`src/scfs_pkg.sv`:
```
`timescale 1ns / 1ps
// ----------------------------------------------------------------------------
// scfs_pkg
// Shared types and constants of the sprite clip frame sequencer.
// ----------------------------------------------------------------------------
package scfs_pkg;

  localparam int OP_W     = 3;
  localparam int TIME_W   = 24;
  localparam int CLIP_W   = 4;
  localparam int FRAME_W  = 10;
  localparam int COUNT_W  = 11;
  localparam int PERIOD_W = 24;
  localparam int ACC_W    = 25;
  localparam int SHEET_W  = 11;
  localparam int CFG_W    = 13;
  localparam int POS_W    = 24;

  localparam int TIME_FRACTION_BITS = 16;
  localparam int MAX_FRAMES         = 1024;

  localparam logic [PERIOD_W-1:0] ONE_SECOND = PERIOD_W'(1 << TIME_FRACTION_BITS);

  // Shared divider: dividend covers a tick's time sum plus a frame offset.
  localparam int DIV_DW = 27;
  localparam int DIV_VW = 24;

  typedef enum logic [OP_W-1:0] {
    OP_TICK    = 3'd0,
    OP_ADD     = 3'd1,
    OP_PLAY    = 3'd2,
    OP_RESTART = 3'd3,
    OP_PAUSE   = 3'd4,
    OP_RESUME  = 3'd5,
    OP_STOP    = 3'd6
  } op_t;

  typedef enum logic [1:0] {
    CFG_FRAME_WIDTH   = 2'd0,
    CFG_FRAME_HEIGHT  = 2'd1,
    CFG_SHEET_COLUMNS = 2'd2
  } cfg_reg_t;

  typedef struct packed {
    logic                loops;
    logic [PERIOD_W-1:0] period;
    logic [COUNT_W-1:0]  count;
    logic [FRAME_W-1:0]  first;
  } clip_entry_t;

  typedef struct packed {
    logic              start;
    logic [DIV_DW-1:0] dividend;
    logic [DIV_VW-1:0] divisor;
  } div_req_t;

  typedef struct packed {
    logic              done;
    logic [DIV_DW-1:0] quotient;
    logic [DIV_VW-1:0] remainder;
  } div_rsp_t;

endpackage

```
`src/sprite_clip_frame_sequencer.sv`:
```
`timescale 1ns / 1ps
// ----------------------------------------------------------------------------
// sprite_clip_frame_sequencer
// Plays sprite clips from a clip table RAM and reports the sheet cell of the
// current frame for every command.
// One command is worked on at a time: the command is read and executed, an
// accepted tick is divided into frame steps, and the sheet cell is divided
// into column and row before the result is registered on the output. The
// next transfer can be taken in the cycle that out_tvalid rises.
// Each division holds the sequencer in the shared 27-step divider: once for
// the sheet column and row, and up to twice more for a tick's frame steps and
// wrap. A result still held on the output stalls the sequencer before the
// next one is loaded.
// Reset (rst_n low, synchronous) clears the playback state, the clip count
// and the output channel; the clip table holds no valid data until written.
// ----------------------------------------------------------------------------
module sprite_clip_frame_sequencer
  import scfs_pkg::*;
#(
  parameter int MAX_CLIPS = 16
) (
  input  logic              clk,
  input  logic              rst_n,
  input  logic              in_tvalid,
  output logic              in_tready,
  // delta_time, clip_index, first_frame, frame_count, frame_period, loop_flag
  input  logic [79:0]       in_tdata,
  // operation
  input  logic [OP_W-1:0]   in_tuser,
  output logic              out_tvalid,
  input  logic              out_tready,
  // accepted, clip_valid, clip_now, frame_in_clip, sheet_frame, src_x, src_y,
  // finished, is_paused, clip_ended
  output logic [79:0]       out_tdata,
  input  logic              cfg_we,
  input  logic [1:0]        cfg_index,
  input  logic [CFG_W-1:0]  cfg_wdata
);

  localparam int CAW = (MAX_CLIPS > 1) ? $clog2(MAX_CLIPS) : 1;
  localparam int CDW = $clog2(MAX_CLIPS + 1);
  localparam int ENT_W = $bits(clip_entry_t);
  localparam logic [POS_W-1:0] POS_MAX = '1;

  typedef enum logic [3:0] {
    S_IDLE,
    S_READ,
    S_EXEC,
    S_TDIV,
    S_NEND,
    S_LDIV,
    S_SREAD,
    S_SHEET,
    S_CDIV,
    S_OUT
  } state_t;

  state_t state_r;

  // Configuration registers.
  logic [CFG_W-1:0] fw_r, fh_r, cols_r;
  logic [CFG_W-1:0] fw_eff, fh_eff, cols_eff;

  // Playback state.
  logic [CDW-1:0]     clips_def_r;
  logic [CLIP_W-1:0]  active_clip_r;
  logic               active_valid_r;
  logic [FRAME_W-1:0] frame_r;
  logic [ACC_W-1:0]   acc_r;
  logic               done_r;
  logic               pause_r;

  // Command held while it is worked on.
  op_t                 op_r;
  logic [TIME_W-1:0]   delta_r;
  logic [CLIP_W-1:0]   idx_r;
  logic [FRAME_W-1:0]  ff_r;
  logic [COUNT_W-1:0]  fc_r;
  logic [PERIOD_W-1:0] fp_r;
  logic                lp_r;

  // Working registers.
  clip_entry_t         ent_r;
  logic [ACC_W:0]      t_r;
  logic [DIV_DW-1:0]   steps_r;
  logic [DIV_VW-1:0]   rem_r;
  logic [COUNT_W-1:0]  need_r;
  logic [COUNT_W+PERIOD_W-1:0] need_time_r;
  logic [SHEET_W-1:0]  sheet_r;
  logic [2*CFG_W-1:0]  prod_x_r, prod_y_r;
  logic                accepted_r;
  logic                ended_r;

  // Output register.
  logic                out_valid_r;
  logic [79:0]         out_data_r;

  // Clip table.
  logic              ram_we;
  logic [CAW-1:0]    ram_waddr, ram_raddr;
  logic [ENT_W-1:0]  ram_wdata, ram_rdata;
  clip_entry_t       new_ent, cur_ent;

  div_req_t div_req_r;
  div_rsp_t div_rsp;

  logic               add_ok, play_ok, tick_ok;
  logic               frame_lt;
  logic [COUNT_W-1:0] need;
  logic [DIV_DW-1:0]  loop_dividend;
  logic [SHEET_W-1:0] sheet;
  logic [ACC_W:0]     t_sum;

  assign fw_eff   = (fw_r == '0) ? CFG_W'(1) : fw_r;
  assign fh_eff   = (fh_r == '0) ? CFG_W'(1) : fh_r;
  assign cols_eff = (cols_r == '0) ? CFG_W'(1) : cols_r;

  assign add_ok  = (int'(idx_r) < MAX_CLIPS) && (int'(idx_r) <= int'(clips_def_r));
  assign play_ok = (int'(idx_r) < MAX_CLIPS) && (int'(idx_r) < int'(clips_def_r));
  assign tick_ok = active_valid_r && !pause_r && !done_r;

  always_comb begin
    new_ent.first  = ff_r;
    new_ent.count  = (fc_r == '0) ? COUNT_W'(1) :
                     (int'(fc_r) > MAX_FRAMES) ? COUNT_W'(MAX_FRAMES) : fc_r;
    new_ent.period = (fp_r == '0) ? ONE_SECOND : fp_r;
    new_ent.loops  = lp_r;
  end

  assign ram_we    = (state_r == S_EXEC) && (op_r == OP_ADD) && add_ok;
  assign ram_waddr = CAW'(idx_r);
  assign ram_wdata = new_ent;
  assign ram_raddr = CAW'(active_clip_r);
  assign cur_ent   = clip_entry_t'(ram_rdata);

  scfs_ram #(
    .WIDTH (ENT_W),
    .DEPTH (MAX_CLIPS)
  ) u_clip_ram (
    .clk   (clk),
    .we    (ram_we),
    .waddr (ram_waddr),
    .wdata (ram_wdata),
    .raddr (ram_raddr),
    .rdata (ram_rdata)
  );

  scfs_div u_div (
    .clk   (clk),
    .rst_n (rst_n),
    .req   (div_req_r),
    .rsp   (div_rsp)
  );

  assign t_sum    = (ACC_W + 1)'(acc_r) + (ACC_W + 1)'(delta_r);
  assign frame_lt = {1'b0, frame_r} < ent_r.count;
  assign need     = frame_lt ? (ent_r.count - {1'b0, frame_r}) : COUNT_W'(1);
  assign loop_dividend = frame_lt ? (DIV_DW'(frame_r) + div_rsp.quotient)
                                  : (div_rsp.quotient - DIV_DW'(1));
  assign sheet = active_valid_r ? (SHEET_W'(cur_ent.first) + SHEET_W'(frame_r))
                                : '0;

  function automatic logic [POS_W-1:0] sat_pos(input logic [2*CFG_W-1:0] v);
    sat_pos = (v > (2*CFG_W)'(POS_MAX)) ? POS_MAX : v[POS_W-1:0];
  endfunction

  assign in_tready  = (state_r == S_IDLE);
  assign out_tvalid = out_valid_r;
  assign out_tdata  = out_data_r;

  always_ff @(posedge clk) begin
    if (!rst_n) begin
      fw_r   <= CFG_W'(1);
      fh_r   <= CFG_W'(1);
      cols_r <= CFG_W'(1);
    end else if (cfg_we) begin
      unique case (cfg_index)
        CFG_FRAME_WIDTH:   fw_r   <= cfg_wdata;
        CFG_FRAME_HEIGHT:  fh_r   <= cfg_wdata;
        CFG_SHEET_COLUMNS: cols_r <= cfg_wdata;
        default: ;
      endcase
    end
  end

  always_ff @(posedge clk) begin
    if (!rst_n) begin
      state_r        <= S_IDLE;
      clips_def_r    <= '0;
      active_clip_r  <= '0;
      active_valid_r <= 1'b0;
      frame_r        <= '0;
      acc_r          <= '0;
      done_r         <= 1'b0;
      pause_r        <= 1'b0;
      out_valid_r    <= 1'b0;
      div_req_r      <= '0;
    end else begin
      div_req_r.start <= 1'b0;
      if (out_tready) begin
        out_valid_r <= 1'b0;
      end
      unique case (state_r)
        S_IDLE: begin
          if (in_tvalid) begin
            op_r       <= op_t'(in_tuser);
            delta_r    <= in_tdata[23:0];
            idx_r      <= in_tdata[27:24];
            ff_r       <= in_tdata[37:28];
            fc_r       <= in_tdata[48:38];
            fp_r       <= in_tdata[72:49];
            lp_r       <= in_tdata[73];
            accepted_r <= 1'b0;
            ended_r    <= 1'b0;
            state_r    <= S_READ;
          end
        end
        S_READ: begin
          state_r <= S_EXEC;
        end
        S_EXEC: begin
          ent_r   <= cur_ent;
          state_r <= S_SREAD;
          unique case (op_r)
            OP_TICK: begin
              if (tick_ok) begin
                accepted_r         <= 1'b1;
                t_r                <= t_sum;
                div_req_r.start    <= 1'b1;
                div_req_r.dividend <= DIV_DW'(t_sum);
                div_req_r.divisor  <= cur_ent.period;
                state_r            <= S_TDIV;
              end
            end
            OP_ADD: begin
              if (add_ok) begin
                accepted_r <= 1'b1;
                if (int'(idx_r) == int'(clips_def_r)) begin
                  clips_def_r <= clips_def_r + 1'b1;
                end
              end
            end
            OP_PLAY: begin
              if (play_ok) begin
                accepted_r     <= 1'b1;
                active_clip_r  <= idx_r;
                active_valid_r <= 1'b1;
                frame_r        <= '0;
                acc_r          <= '0;
                done_r         <= 1'b0;
                pause_r        <= 1'b0;
              end
            end
            OP_RESTART: begin
              if (active_valid_r) begin
                accepted_r <= 1'b1;
                frame_r    <= '0;
                acc_r      <= '0;
                done_r     <= 1'b0;
                pause_r    <= 1'b0;
              end
            end
            OP_PAUSE: begin
              accepted_r <= 1'b1;
              pause_r    <= 1'b1;
            end
            OP_RESUME: begin
              accepted_r <= 1'b1;
              pause_r    <= 1'b0;
            end
            OP_STOP: begin
              accepted_r <= 1'b1;
              frame_r    <= '0;
              acc_r      <= '0;
              done_r     <= 1'b0;
              pause_r    <= 1'b0;
            end
            default: ;
          endcase
        end
        S_TDIV: begin
          if (div_rsp.done) begin
            steps_r <= div_rsp.quotient;
            rem_r   <= div_rsp.remainder;
            if (div_rsp.quotient == '0) begin
              acc_r   <= t_r[ACC_W-1:0];
              state_r <= S_SREAD;
            end else if (ent_r.loops) begin
              acc_r              <= ACC_W'(div_rsp.remainder);
              div_req_r.start    <= 1'b1;
              div_req_r.dividend <= loop_dividend;
              div_req_r.divisor  <= DIV_VW'(ent_r.count);
              state_r            <= S_LDIV;
            end else begin
              need_r      <= need;
              need_time_r <= need * ent_r.period;
              state_r     <= S_NEND;
            end
          end
        end
        S_NEND: begin
          // A non-looping clip ends once the steps carry it past its last frame; it then stays on the last frame.
          if (steps_r >= DIV_DW'(need_r)) begin
            frame_r <= FRAME_W'(ent_r.count - COUNT_W'(1));
            acc_r   <= ACC_W'(t_r - (ACC_W + 1)'(need_time_r));
            done_r  <= 1'b1;
            ended_r <= 1'b1;
          end else begin
            frame_r <= frame_r + steps_r[FRAME_W-1:0];
            acc_r   <= ACC_W'(rem_r);
          end
          state_r <= S_SREAD;
        end
        S_LDIV: begin
          if (div_rsp.done) begin
            frame_r <= div_rsp.remainder[FRAME_W-1:0];
            state_r <= S_SREAD;
          end
        end
        S_SREAD: begin
          state_r <= S_SHEET;
        end
        S_SHEET: begin
          sheet_r            <= sheet;
          div_req_r.start    <= 1'b1;
          div_req_r.dividend <= DIV_DW'(sheet);
          div_req_r.divisor  <= DIV_VW'(cols_eff);
          state_r            <= S_CDIV;
        end
        S_CDIV: begin
          if (div_rsp.done) begin
            prod_x_r <= div_rsp.remainder[CFG_W-1:0] * fw_eff;
            prod_y_r <= CFG_W'(div_rsp.quotient[SHEET_W-1:0]) * fh_eff;
            state_r  <= S_OUT;
          end
        end
        S_OUT: begin
          if (!out_valid_r || out_tready) begin
            out_valid_r <= 1'b1;
            out_data_r  <= {2'b00, ended_r, pause_r, done_r, sat_pos(prod_y_r),
                            sat_pos(prod_x_r), sheet_r, frame_r, active_clip_r,
                            active_valid_r, accepted_r};
            state_r     <= S_IDLE;
          end
        end
        default: state_r <= S_IDLE;
      endcase
    end
  end

  assert property (@(posedge clk) disable iff (!rst_n)
    in_tvalid && in_tready |=> !in_tready)
    else $error("command accepted while another is in progress");

  assert property (@(posedge clk) disable iff (!rst_n)
    out_tvalid |-> (!out_tdata[77] || out_tdata[75]))
    else $error("clip end reported without finished");

  assert property (@(posedge clk) disable iff (!rst_n)
    active_valid_r |-> (int'(active_clip_r) < int'(clips_def_r)))
    else $error("selected clip is not a defined slot");

  assert property (@(posedge clk) disable iff (!rst_n)
    div_req_r.start |-> (state_r == S_TDIV || state_r == S_LDIV || state_r == S_CDIV))
    else $error("divider started outside a divide wait state");

endmodule

```
`src/scfs_ram.sv`:
```
`timescale 1ns / 1ps
// ----------------------------------------------------------------------------
// scfs_ram
// Generic single-write, single-read RAM with a registered read port.
// ----------------------------------------------------------------------------
module scfs_ram #(
  parameter int WIDTH = 8,
  parameter int DEPTH = 16,
  localparam int AW = (DEPTH > 1) ? $clog2(DEPTH) : 1
) (
  input  logic             clk,
  input  logic             we,
  input  logic [AW-1:0]    waddr,
  input  logic [WIDTH-1:0] wdata,
  input  logic [AW-1:0]    raddr,
  output logic [WIDTH-1:0] rdata
);

  logic [WIDTH-1:0] mem [DEPTH];

  always_ff @(posedge clk) begin
    if (we) begin
      mem[waddr] <= wdata;
    end
    rdata <= mem[raddr];
  end

endmodule

```
`src/scfs_div.sv`:
```
`timescale 1ns / 1ps
// ----------------------------------------------------------------------------
// scfs_div
// Restoring divider, one quotient bit per cycle, shared by all divisions.
// ----------------------------------------------------------------------------
module scfs_div
  import scfs_pkg::*;
(
  input  logic     clk,
  input  logic     rst_n,
  input  div_req_t req,
  output div_rsp_t rsp
);

  localparam int CNT_W = $clog2(DIV_DW + 1);

  logic              busy_r;
  logic              done_r;
  logic [CNT_W-1:0]  cnt_r;
  logic [DIV_DW-1:0] quo_r;
  logic [DIV_VW-1:0] rem_r;
  logic [DIV_VW-1:0] dvs_r;

  logic [DIV_VW:0]   trial;
  logic [DIV_VW:0]   diff;
  logic              fit;

  assign trial = {rem_r, quo_r[DIV_DW-1]};
  assign fit   = trial >= {1'b0, dvs_r};
  assign diff  = trial - {1'b0, dvs_r};

  always_ff @(posedge clk) begin
    if (!rst_n) begin
      busy_r <= 1'b0;
      done_r <= 1'b0;
      cnt_r  <= '0;
    end else begin
      done_r <= 1'b0;
      if (req.start) begin
        busy_r <= 1'b1;
        cnt_r  <= '0;
      end else if (busy_r) begin
        cnt_r <= cnt_r + 1'b1;
        if (cnt_r == CNT_W'(DIV_DW - 1)) begin
          busy_r <= 1'b0;
          done_r <= 1'b1;
        end
      end
    end
  end

  always_ff @(posedge clk) begin
    if (req.start) begin
      quo_r <= req.dividend;
      rem_r <= '0;
      dvs_r <= req.divisor;
    end else if (busy_r) begin
      quo_r <= {quo_r[DIV_DW-2:0], fit};
      rem_r <= fit ? diff[DIV_VW-1:0] : trial[DIV_VW-1:0];
    end
  end

  assign rsp.done      = done_r;
  assign rsp.quotient  = quo_r;
  assign rsp.remainder = rem_r;

endmodule
```
`config.mk`:
```
export PLATFORM = sky130hd
export DESIGN_NAME = sprite_clip_frame_sequencer
export DESIGN_NICKNAME = d
export VERILOG_FILES = /design/src/scfs_pkg.sv /design/src/sprite_clip_frame_sequencer.sv /design/src/scfs_ram.sv /design/src/scfs_div.sv
export SDC_FILE = /design/constraint.sdc
export NUM_CORES = 2
export LEC_CHECK = 0
export BUFFER_PORTS_ARGS = -buffer_cell sky130_fd_sc_hd__clkbuf_2
export CORE_UTILIZATION = 57
export DETAILED_ROUTE_END_ITERATION = 6
export GPL_ROUTABILITY_DRIVEN = 0
export PLACE_DENSITY = 0.75
export SYNTH_ARGS = -nofsm -noshare
export SYNTH_HDL_FRONTEND = slang
export SYNTH_HIERARCHICAL = 1
export SYNTH_SLANG_ARGS = --single-unit
```
`constraint.sdc`:
```
create_clock -name clk -period 7.1 [get_ports clk]
set_input_delay 0.355 -clock clk [delete_from_list [all_inputs] [get_ports clk]]
set_output_delay 0.355 -clock clk [all_outputs]
set_load 0.05 [all_outputs]
```
==> impl_results.md <==
* Gate Count Post-Synth at 5570
* Initial core utilization at 57.7%
* Clk buf depth at 3
* Worst slew margin at 23.2%
* Post-synth cell types at 113
* Drt wl/cell at 24.9 microns
* Die area at 129000 sq um
* Hold Path Class: input port to flip-flop
* Clock latency on the worst-skew pair at 820 ps
* Routed WL at 190000 microns
* Status: finished, final reports clean
* CTS tree: done
* Largest net degree at the start of global routing at 148
* Max Slew Vio Count at 0
* Slew @ Worst Pin at 1150 ps
* Gr ovfl total at 0
* # port buffers at 176
* Crit-path max FO at 15
* Vias in the first global route at 47700
* Final-report hold violation count at 0
* Global-route wire length before repair at 287000 microns
* Max-cap violations at 0
* H-tree depth at 4
* Row cnt at 130
* Core Box Area at 126000 sq um
* Clock sink total at 1373
* CTS buffer count at 142
* Die H at 359 microns
* Critical Path Sink: need_time_r[24]$_DFFE_PP_
* Routed vias at 47148
* Dpl cells at 7281
* Avg Inst Size Synth at 13.1 sq um
* Routed Antenna Nets at 0
* Nets at 6682
* Drt pass-1 iters at 6
* Tcrit/Tclk final at 97.4%
* Synthesis Warnings at 6
* Root Driver: clkbuf_16
* Max Fclk at 145 MHz
* Final std cells w/o fill at 7643
* Setup crit start kind: flip-flop
* Mapped Area at 72800 sq um
* Main synth FF type: edfxtp_1
* CP Capture Type: flip-flop
* Clock Pin Slew Worst Setup and Hold Paths at 70 ps
* Setup Skew at 73.7 ps
* Total negative slack at 0 ps
* Area grow syn2layout at 12.6%
* Worst Path Required at 7600 ps
* Total GRT Usage at 29.6%
* Fillcell total at 8981
* Minimum clock period after layout at 6920 ps
* Reg area at 39000 sq um
* Footprint of the multi-input gates at 30900 sq um
* DRT iter0 DRCs at 4849
* Via density at 6.17
* Critical path data arrival time at 7420 ps
* Register bit count reported by yosys at 1373
* RSZ-0062 raised after global routing: true
* Asr flop ratio synth at 0%
* Worst R2R End: need_time_r[24]$_DFFE_PP_
* Seq/Total Area, Yosys at 53.6%
* Number of enable flip-flop cells after synthesis at 1153
* Fraction of layout cells with a size suffix above 1 at 15.2%
* R2R Setup Slk at 180 ps
* Reg2Reg Depth at 26
* DP Wirelength at 125000 microns
* Worst Setup SP: ent_r[11]$_DFFE_PP_
* I/O Pins at 185
* Number of setup violations in the final report at 0
* DRC at 0
* Crit Reg-Reg Startpoint: ent_r[11]$_DFFE_PP_
* Die W at 359 microns
* CP Class: flip-flop to flip-flop
* Initial antenna violation count at 10
-- metrics by stage --
step           worst slack, ps  util [%]  hold WS, ps  cell area (sq um)
2_1_floorplan             20.1         -          386              72800
3_3_place_gp              53.1      60.3          402              76100
3_5_place_dp              24.4      60.3          398              76100
4_1_cts                   68.9      64.8         37.4              81800
5_1_grt                  -88.9      65.0          114              82000
6_report                   182      65.0         84.1              82000
-- state kept, by name, summed over array words and instances (netlist names), 25 cells and up --
| name | cells |
|---|---|
| acc_r | 25 |
| div_req_r | 52 |
| ent_r | 36 |
| need_time_r | 25 |
| out_tdata | 78 |
| prod_x_r | 26 |
| steps_r | 27 |
| t_r | 25 |
| u_clip_ram/mem | 736 |
| u_clip_ram/rdata | 46 |
| u_div/quo_r | 27 |
-- layout make-up --
type                       count  area share (%)
antenna                        2         0.00610
clock buffer                 189            4.84
clock inverter                72           0.926
inverter                     535            2.45
multi-input combinational   3374            37.7
sequential                  1373            47.6
tap                         1650            2.52
timing repair buffer         448            3.93
-- cells by family after synthesis --
logic type               Yosys count  share of synthesized area (%)
AO/OA/AOI/OAI                    819                           7.59
XOR/XNOR                         177                           2.19
adder cells (fa/ha/maj)          705                           16.0
buffers and inverters            824                           4.51
flip-flops                      1373                           53.6
multiplexers                     275                           6.99
other                              1                        0.00515
AND/OR/NAND/NOR                 1396                           9.08
-- worst max-delay path: stages, from the launching register on --
cell	delay, ps
edfxtp_1	410
ha_1	300
nor2b_2	170
o31a_1	350
o41ai_4	340
buf_4	170
a21oi_2	70
and2_2	230
buf_4	220
nand2_1	110
fa_1	450
fa_1	510
inv_1	50
fa_1	490
fa_1	490
inv_1	50
fa_1	480
inv_1	70
ha_4	230
o2111ai_2	70
o21ai_2	90
nor4_2	310
a21oi_2	90
a211oi_2	290
nor2_2	80
a211oi_2	240
xnor3_1	230
-- synth_stat cells (14+ instances only) --
library cell	number	area, sq um
nor2_1	229	860
xnor2_1	123	1080
fa_1	382	7650
mux4_2	184	4140
edfxtp_1	1153	34600
nor4_1	33	206
a31oi_1	42	263
and2_1	174	1090
buf_4	15	113
a21o_1	46	345
buf_1	14	52.6
nand2b_1	29	181
nor2b_1	66	413
o21bai_1	15	113
a22o_1	14	123
a211oi_1	33	248
nand4_1	17	106
nand2_1	602	2260
nor3_1	63	315
o21ai_0	139	696
o21a_1	28	210
xor2_1	50	438
o221ai_1	18	158
nand3_1	68	340
a21oi_1	199	996
or3_1	40	250
ha_1	323	4040
a22oi_1	119	893
inv_1	533	2000
and3_1	24	150
mux2_2	28	315
clkbuf_1	238	893
dfxtp_1	220	4400
mux2i_1	62	621
-- routing by layer --
metal / part of all wire, % / up-vias / GRT usage [%]
met1: 37 / 23538 / 37.3
met3: 9.5 / 548 / 6.38
met4: 5.8 / 6 / 16.2
met5: 0.018 / - / 0
li1: - / 20496 / -
met2: 47 / 2560 / 47.9
-- how the worst min path moves through the flow --
stage	slack [ps]	from	cells past startpoint	endpoint
floorplan	390	u_clip_ram/rdata[10]$_DFF_P_	0	ent_r[10]$_DFFE_PP_
global placement	400	prod_y_r[13]$_DFFE_PP_	0	out_tdata[64]$_SDFFCE_PN1P_
detailed placement	400	u_clip_ram/rdata[16]$_DFF_P_	0	ent_r[16]$_DFFE_PP_
CTS	40	cfg_we	4	fw_r[2]$_SDFFE_PN0P_
global route	110	cfg_we	4	fw_r[3]$_SDFFE_PN0P_
finish	80	cfg_we	4	fw_r[2]$_SDFFE_PN0P_
-- layout by cell type, fill, tap and decap left out, types with 40 or more instances in the layout --
cell type	n
a21o_1	45
a21oi_1	194
a22oi_1	119
a31oi_1	42
and2_1	171
buf_4	173
clkbuf_16	146
clkbuf_2	176
dfxtp_1	217
dlygate4sd3_1	93
edfxtp_1	1153
fa_1	379
ha_1	315
inv_1	530
mux2i_1	62
mux4_2	184
nand2_1	602
nand3_1	68
nor2_1	209
nor2b_1	63
nor3_1	55
o21ai_0	136
or3_1	40
xnor2_1	123
xor2_1	50
-- repair_timing --
action	in CTS	in global routing
hold endpoints to repair	117	0
setup endpoints to repair	1	7
hold buffers	93	0
gates resized for setup	3	40
setup buffers	0	6
pin swaps	0	23
Power is not shown: default switching activity piles up to over one toggle a cycle in this logic, so the estimate is an artifact.
